**config.mk**
```make
export PLATFORM = sky130hd
export DESIGN_NAME = bpfl_ctrl
export DESIGN_NICKNAME = d
export VERILOG_FILES = /design/src/hw/rtl/bpfl_pkg.sv /design/src/hw/rtl/bpfl_ctrl.sv
export SDC_FILE = /design/constraint.sdc
export NUM_CORES = 1
export LEC_CHECK = 0
export BUFFER_PORTS_ARGS = -buffer_cell sky130_fd_sc_hd__buf_2
export CORE_UTILIZATION = 25
export DETAILED_ROUTE_END_ITERATION = 10
export REMOVE_ABC_BUFFERS = 1
export SYNTH_ARGS = -nofsm -noshare
export SYNTH_HDL_FRONTEND = slang
export SYNTH_SLANG_ARGS = --single-unit
```
**constraint.sdc**
```tcl
create_clock -name i_clk -period 2.1 [get_ports i_clk]
set_input_delay 0.315 -clock i_clk [delete_from_list [all_inputs] [get_ports i_clk]]
set_output_delay 0.315 -clock i_clk [all_outputs]
set_load 0.05 [all_outputs]
```
**src/hw/rtl/bpfl_pkg.sv**
```systemverilog
// Shared types and constants for the block pool free-list allocator.
// Used by the controller, the datapath, the top level and the checker.
package bpfl_pkg;

    localparam int POOL_BLOCKS = 1024;
    localparam int NUM_DEVICES = 16;
    localparam int MAX_MOVES   = 16;

    localparam int BLK_W     = $clog2(POOL_BLOCKS);
    localparam int CNT_W     = BLK_W + 1;
    localparam int DEV_IDX_W = (NUM_DEVICES > 1) ? $clog2(NUM_DEVICES) : 1;

    localparam int KIND_W  = 2;
    localparam int DEV_W   = 4;
    localparam int BCNT_W  = 5;
    localparam int SLOT_W  = 10;
    localparam int ADDR_W  = 48;
    localparam int FREE_W  = 11;
    localparam int BSL_W   = 6;
    localparam int GRAN_W  = 2;
    localparam int PADDR_W = 3;
    localparam int PDATA_W = 32;

    localparam logic [KIND_W-1:0] KIND_INIT    = 2'd0;
    localparam logic [KIND_W-1:0] KIND_ALLOC   = 2'd1;
    localparam logic [KIND_W-1:0] KIND_RELEASE = 2'd2;

    localparam logic ST_OK  = 1'b0;
    localparam logic ST_ERR = 1'b1;

    localparam logic REG_BLOCK_SIZE  = 1'b0;
    localparam logic REG_GRANULARITY = 1'b1;

    localparam logic [BSL_W-1:0]  BSL_RESET  = 6'd28;
    localparam logic [GRAN_W-1:0] GRAN_RESET = 2'd0;

    typedef struct packed {
        logic [KIND_W-1:0] kind;
        logic [DEV_W-1:0]  device_id;
        logic [BCNT_W-1:0] block_count;
    } t_in_item;

    typedef struct packed {
        logic              status;
        logic [DEV_W-1:0]  device_id_res;
        logic [SLOT_W-1:0] slot;
        logic [ADDR_W-1:0] block_addr;
        logic [FREE_W-1:0] free_count;
        logic              last;
    } t_out_item;

    typedef enum logic [2:0] {
        S_IDLE,
        S_DECODE,
        S_INIT,
        S_READ,
        S_MOVE,
        S_END_OK,
        S_END_ERR
    } t_state;

    typedef struct packed {
        logic load;
        logic init_start;
        logic sweep;
        logic rd;
        logic move;
        logic emit_end;
        logic err;
    } t_ctrl_cmd;

    typedef struct packed {
        logic is_init;
        logic is_bad;
        logic count_zero;
        logic src_empty;
        logic sweep_done;
        logic last_move;
        logic out_free;
    } t_dp_status;

endpackage

```
**src/hw/rtl/bpfl_ctrl.sv**
```systemverilog
// Controller state machine of the allocator: sequences decode, init sweep
// and the per-block read/move steps. Depends on bpfl_pkg.
module bpfl_ctrl (
    input  logic                 i_clk,
    input  logic                 i_rst_n,
    input  logic                 i_in_valid,
    output logic                 o_in_stall,
    input  bpfl_pkg::t_dp_status i_status,
    output bpfl_pkg::t_ctrl_cmd  o_cmd
);
    import bpfl_pkg::*;

    t_state r_state;
    t_state n_state;

    always_ff @(posedge i_clk) begin
        if (!i_rst_n) begin
            r_state <= S_IDLE;
        end else begin
            r_state <= n_state;
        end
    end

    always_comb begin
        n_state    = r_state;
        o_cmd      = '0;
        o_in_stall = (r_state != S_IDLE);
        unique case (r_state)
            S_IDLE: begin
                if (i_in_valid) begin
                    o_cmd.load = 1'b1;
                    n_state    = S_DECODE;
                end
            end
            S_DECODE: begin
                priority if (i_status.is_init) begin
                    o_cmd.init_start = 1'b1;
                    n_state          = S_INIT;
                end else if (i_status.is_bad) begin
                    n_state = S_END_ERR;
                end else if (i_status.count_zero) begin
                    n_state = S_END_OK;
                end else begin
                    n_state = S_READ;
                end
            end
            S_INIT: begin
                o_cmd.sweep = 1'b1;
                if (i_status.sweep_done) begin
                    n_state = S_END_OK;
                end
            end
            S_READ: begin
                // source ran dry: close the item with an error result
                if (i_status.src_empty) begin
                    n_state = S_END_ERR;
                end else begin
                    o_cmd.rd = 1'b1;
                    n_state  = S_MOVE;
                end
            end
            S_MOVE: begin
                if (i_status.out_free) begin
                    o_cmd.move = 1'b1;
                    n_state    = i_status.last_move ? S_IDLE : S_READ;
                end
            end
            S_END_OK, S_END_ERR: begin
                if (i_status.out_free) begin
                    o_cmd.emit_end = 1'b1;
                    o_cmd.err      = (r_state == S_END_ERR);
                    n_state        = S_IDLE;
                end
            end
            default: begin
                n_state = S_IDLE;
            end
        endcase
    end

endmodule

```
==> impl_metrics.toml, run 1 <==
[timing]
relSlewSlack = 0.704
worst_pin_slew_ps = 432
skew_ps = 0.967
rsz0062_at_grt = "false"
min_period_over_period = 0.883
fin_crit_ps = 1850
slew_viol_final = 0
setup_tns_ps = 0
setup_violations = 0
hold_slack_ps = 347
hold_viol_final = 0
fin_ws_ps = 246
fmax_ghz = 0.540

[clock_network]
post-cts-setup-buffers = 0
cts_buffer_depth = 2
cts.htree.levels = 1
cts_buffers = 3
cts_tree = "done"
cts_hold_buf = 0
cts_root_buf = "clkbuf_4"
cts_resized = 0
clock_latency_ps = 230
cts_sinks = 3
path_clk_slew_ps = 30

[routing]
via_count = 381
drt-total-wl_um = 783
wl_per_cell_um = 10.0
drt_iter0_markers = 12
ant_nets = 0
drc = 0
dr.pass1.iters = 4
viasPerCell = 4.88

[global_routing]
groute.layer.met3.usage = 0.0581
overflow = 0
top_usage_layer = "met2"
antenna_found_initial = 0
grt_pass1_wl_um = 1280
grt_use_met1 = 0.148
grt_usage = 0.129
use_met2 = 0.191
grt_max_degree = 15
grt_pass1_vias = 304

[hold_path]
holdCritPathClass = "input pin to flip-flop"
hp-start = "i_rst_n"

[logic_synthesis]
ys_seq_area_frac = 0.184
syn_area_um2 = 327
synth.mux.area_fraction = 0
yosysWarnings = 0
ys_types = 28
synth_top_family_by_area = "simple AND/OR/NAND/NOR gates"
synth_largest_area_cell = "dfxtp_1"
dominantRegCellSynth = "dfxtp_1"
yosysMostFrequentCell = "nor2_1"
synth_fa_ha_area_frac = 0
syn_avg_cell_area_um2 = 7.10
synth_edf_count = 0
synthCells = 46
synthXorXnorAreaFrac = 0
synth_top_area_frac = 0.184
async_flop_share = 0
synth-simple-area-share = 0.410
synthTopCellsByArea = "dfxtp_1 (18%), nor2_1 (8.0%), o21ai_0 (4.6%)"
synth_common_cells = "nor2_1 (7), inv_1 (4), nand2_1 (4)"
synth-compound-area-share = 0.253
ys_seq_elements = 3

[placement]
place_ws_ps = 485
gp_congestion = 0.776
dp.cells = 74
io_buffers = 17
hpwl_um = 609

[finish]
n_antenna_cell = 0
nets = 75
largest-register = "r_state"
final_layout_size_suffix_gt1_frac = 0.391
area_delta_synth_final_pct = 29.9
layout.cells.non_filler = 78
largest_reg_flops = 3
top_regs = "r_state x3"

[power_and_ir_drop]
p_per_area_nw_per_um2 = 1330
p_leak_nw = 0.211
ir_drop_uv = 380
power.total_uw = 564

[setup_path]
crit_start = "r_state[0]"
path_max_fanout = 11
worstSetupPathType = "flip-flop to output pin"
cp-start-kind = "flip-flop"
r2r_start = "r_state[0]"
crit_required_ps = 1780
worstSetupEndpointType = "output pin"
crit_arrival_ps = 1540

[die]
die-area_um2 = 1450
core_um2 = 1160
rows = 12
die_h_um = 38.1
initial_core_util = 0.282
die_x_um = 38.1
io_pins = 18

[run_status]
status = "finished, final reports clean"

[run]
max_cap_viol_count = 0
[metrics by stage]
stage,instance area (um2),utilization
after floorplan,295,-
after global placement,398,0.344
after detailed placement,398,0.344
after CTS,424,0.367
after global routing,424,0.367
final,424,0.367
[critical path, cell delays in order (launching register included)]
cell	delay, ps
dfxtp_1	430
or3_2	530
nor2_1	90
buf_2	260
[cell usage in the layout, fill, tap and decap left out, types with 2 or more instances in the layout]
master / netlist / layout
nand2_1: 4 / 4
a21oi_1: 2 / 2
o21ai_0: 3 / 3
buf_2: 1 / 17
nor3_1: 2 / 2
dfxtp_1: 3 / 3
nor2_1: 7 / 7
clkbuf_4: 0 / 3
inv_1: 4 / 4
[metal layers]
| layer | share of wire | vias up |
|---|---|---|
| li1 | - | 205 |
| met1 | 0.47 | 162 |
| met2 | 0.46 | 14 |
| met3 | 0.069 | 0 |
| met4 | 0 | 0 |
| met5 | 0 | - |
[layout make-up]
| class | instances | area [um2] |
|---|---|---|
| Inverter | 5 | 18.8 |
| Clock buffer | 4 | 26.3 |
| Fill cell | 124 | 732 |
| Tap cell | 14 | 17.5 |
| Multi-Input combinational cell | 35 | 216 |
| Sequential cell | 3 | 60.1 |
| Timing Repair Buffer | 17 | 85.1 |
[where the power goes]
group | internal, mW | switching (mW) | leakage [nW]
logic | 0.108 | 0.217 | 0.171
registers | 0.0769 | 0.0642 | 0.0247
clock network | 0.0710 | 0.0269 | 0.0150
[kinds of logic after synthesis]
| logic type | Yosys count |
|---|---|
| and+or+nand+nor | 23 |
| AOI/OAI and AO/OA | 12 |
| buffers and inverters | 8 |
| DFF | 3 |
[path summary, 6_finish.rpt]
path	endpoint	slack, ps	cells past startpoint
setup / recovery	o_cmd[6]	250	3
hold / removal	r_state[2]	350	3
setup reg to reg	r_state[2]	530	4
hold reg to reg	r_state[1]	680	2
(Power assumes the default switching activity.)
==> run 2: changes to the inputs <==
Clock period 2.1 ns to 2.4 ns, I/O delays scaled along.
==> impl_metrics.toml, run 2 (synthesized netlist as in run 1, its figures left out) <==
[power_and_ir_drop]
p_leak_nw = 0.211
switching_share = 0.549
p_per_area_nw_per_um2 = 1170
power.total_uw = 496
p_int_uw = 224
seq_power_share = 0.250
p_switching_uw = 272
p_comb_frac = 0.581
ir_drop_uv = 312
pwr-share-clk = 0.169

[finish]
ff_latch_area_um2 = 60.1
final_common_cell = "buf_2"
nets = 75
layout_common_cells = "buf_2 (17), nor2_1 (7), nand2_1 (4), inv_1 (4)"
largest_reg_flops = 3
multi_input_area_um2 = 216
top_regs = "r_state x3"
n_antenna_cell = 0
final_layout_size_suffix_gt1_frac = 0.391
fillerInstances = 128
area_delta_synth_final_pct = 29.9
largest-register = "r_state"

[timing]
setup_tns_ps = 0
min_period_over_period = 0.786
fmax_ghz = 0.530
slew_viol_final = 0
fin_crit_ps = 1890
setup_violations = 0
relSlewSlack = 0.685
hold_viol_final = 0
rsz0062_at_grt = "false"
worst_pin_slew_ps = 461
skew_ps = 0.648

[routing]
ant_nets = 0
drc = 0
viasPerCell = 5.22
via_count = 407
drt_iter0_markers = 15
dr.pass1.iters = 4
wl_per_cell_um = 10.7
drt-total-wl_um = 831

[clock_network]
clock_latency_ps = 220
cts.htree.levels = 1
cts_buffer_depth = 2
cts_buffers = 3
cts_tree = "done"
cts_sinks = 3
cts_hold_buf = 0
cts_resized = 0
post-cts-setup-buffers = 0
cts_root_buf = "clkbuf_4"
path_clk_slew_ps = 30

[setup_path]
crit_path_top_delay_cell = "or3_2"
worstSetupEndpointType = "output pin"
path_max_fanout = 11
ff2ff_path_depth = 4
cp-start-kind = "flip-flop"
worstSetupPathType = "flip-flop to output pin"
cpPeakStageDelay_ps = 530
crit_arrival_ps = 1530
crit_family = "simple AND/OR/NAND/NOR gates"
crit_chain = "or3_2 -> nor2_1 -> buf_2"
crit_required_ps = 2040
cp.depth = 3
crit_buf_inv = 1

[global_routing]
grt_pass1_wl_um = 1240
overflow = 0
antenna_found_initial = 0
grt_max_degree = 15
grt_pass1_vias = 307
grt_usage = 0.124

[hold_path]
holdCritPathClass = "input pin to flip-flop"
holdPathStages = 3

[placement]
io_buffers = 17
gp_congestion = 0.765
hpwl_um = 635

[die]
die_x_um = 38.1
die_h_um = 38.1
rows = 12
core_um2 = 1160
die-area_um2 = 1450
initial_core_util = 0.282
io_pins = 18

[run]
max_cap_viol_count = 0

[run_status]
status = "finished, final reports clean"
[run 2: cell counts in the layout (fill, tap and decap cells not counted)]
Identical to the previous run, type by type.
[run 2: layer usage]
metal  up-vias  track usage  part of all wire  wire [um]
li1        206            -                 -          -
met1       181        0.159              0.45        378
met2        20        0.191              0.47        391
met3         0       0.0174             0.073         61
met4         0       0.0804                 0          0
met5         -            0                 0          0
[run 2: final timing paths]
path              start          to  slack [ps]
min             i_rst_n  r_state[2]         400
max          r_state[0]    o_cmd[6]         510
max reg2reg  r_state[0]  r_state[2]         820
min reg2reg  r_state[1]  r_state[1]         700
[run 2: layout make-up]
cell class | instances | share of cell area
clock buffer | 4 | 0.0619
timing repair buffer | 17 | 0.201
inverter | 5 | 0.0442
multi-input combinational | 35 | 0.510
tap | 14 | 0.0413
sequential | 3 | 0.142
[run 2: stage by stage]
step           worst slack (ps)  hold WS (ps)  utilization  instances  area (um2)
3_5_place_dp                749           650        0.344         74         398
2_1_floorplan               260           491            -         43         295
3_3_place_gp                760           639        0.344         74         398
6_report                    513           405        0.367         78         424
5_1_grt                     429           421        0.367         78         424
4_1_cts                     507           410        0.367         78         424
[run 2: power by group through the flow]
stage / logic (mW) / clock network, mW / registers (mW)
floorplan: 0.231 / 0 / 0.110
global placement: 0.288 / 0 / 0.123
detailed placement: 0.288 / 0 / 0.123
CTS: 0.289 / 0.0877 / 0.122
global route: 0.314 / 0.0902 / 0.129
finish: 0.289 / 0.0839 / 0.124
[run 2: worst reg2reg max path, delay by kind of cell (launching register included)]
family          cells  cell delay, ps
flops               1             570
compound gates      2             470
simple gates        2             480
==> run 3: changes to the inputs <==
Clock period 2.4 ns to 1.6 ns, I/O delays scaled along.
==> impl_metrics.toml, run 3 (synthesized netlist as in run 1, its figures left out) <==
[clock_network]
cts_sinks = 3
cts_tree = "done"
cts_root_buf = "clkbuf_4"
cts_buffer_depth = 2
cts.htree.levels = 1
path_clk_slew_ps = 40
clock_latency_ps = 230
cts_buffers = 3

[setup_path]
crit_required_ps = 1360
cp-start-kind = "flip-flop"
path_max_fanout = 6
crit_arrival_ps = 1280
worstSetupPathType = "flip-flop to output pin"
worstSetupEndpointType = "output pin"
ff2ff_path_depth = 5

[run]
max_cap_viol_count = 0

[global_routing]
antenna_found_initial = 0
grt_max_degree = 9
grt_usage = 0.151
grt_pass1_vias = 361
overflow = 0
grt_pass1_wl_um = 1510

[placement]
place_area_um2 = 428
gp_congestion = 0.765
dp.cells = 78
hpwl_um = 665
place_ws_ps = 69.8
io_buffers = 17

[routing]
drc = 0
wl_met3_um = 49
ant_nets = 0
via_count = 425
wl_per_cell_um = 10.9
drt-total-wl_um = 914
highest_layer = "met3"
wl_met1_um = 407
drt_iter0_markers = 10
dr.pass1.iters = 4
viasPerCell = 5.06
dr_wl_met2_um = 458

[timing]
rsz0062_at_grt = "false"
hold_slack_ps = 272
setup_tns_ps = 0
fmax_ghz = 0.658
setup_violations = 0
slew_viol_final = 0
relSlewSlack = 0.651
min_period_over_period = 0.951
fin_crit_ps = 1520
skew_ps = 3.47
hold_viol_final = 0
worst_pin_slew_ps = 510
fin_ws_ps = 79.1

[finish]
layout_common_cells = "buf_2 (14), buf_4 (7), nor2_1 (6)"
largest_reg_flops = 3
layout.cells.non_filler = 84
final_common_cell = "buf_2"
largest-register = "r_state"
n_antenna_cell = 0
top_regs = "r_state x3"
utilization = 0.426
final_layout_size_suffix_gt1_frac = 0.500
nets = 81
area_delta_synth_final_pct = 51.0
fin_area_um2 = 493

[hold_path]
holdPathStages = 3
holdCritPathClass = "input pin to flip-flop"

[die]
core_um2 = 1160
io_pins = 18
die_h_um = 38.1
rows = 12
initial_core_util = 0.282
die_x_um = 38.1
die-area_um2 = 1450

[power_and_ir_drop]
ir_drop_uv = 487
p_leak_nw = 0.244
p_per_area_nw_per_um2 = 1790
power.total_uw = 884

[run_status]
status = "finished, final reports clean"
[run 3: power by group]
group          internal (mW)  leakage (nW)  switching [mW]
combinational          0.239         0.203           0.353
clock                 0.0935        0.0150          0.0389
sequential             0.111        0.0261          0.0498
total                  0.443         0.244           0.441
[run 3: metal layers]
layer	vias up	global-route usage
li1	214	-
met2	14	0.254
met3	0	0.0407
met5	-	0
met1	197	0.170
met4	0	0.0804
[run 3: cell type report]
type	instances	area [um2]
clock buffers	4	26.3
fillers	116	663
inverters	5	18.8
multi-input cells	35	223
flip-flops and latches	3	66.3
well taps	14	17.5
repair buffers	23	141
[run 3: final timing paths]
path | end | slack [ps] | startpoint
max | o_cmd[6] | 80 | r_state[0]
min | r_state[2] | 270 | i_rst_n
max reg2reg | r_state[2] | 180 | r_state[0]
min reg2reg | r_state[2] | 610 | r_state[1]
[run 3: repair_timing]
| action | CTS | global route |
|---|---|---|
| endpoints found under the setup margin | 5 | 7 |
| buffers inserted | 2 | 0 |
| gates resized for setup | 6 | 4 |
| hold buffers | 0 | 0 |
| pin swaps | 0 | 1 |
[run 3: critical path: stages (launching register included)]
cell	delay, ps
dfxtp_4	360
or3_4	390
nor2_2	130
buf_6	160
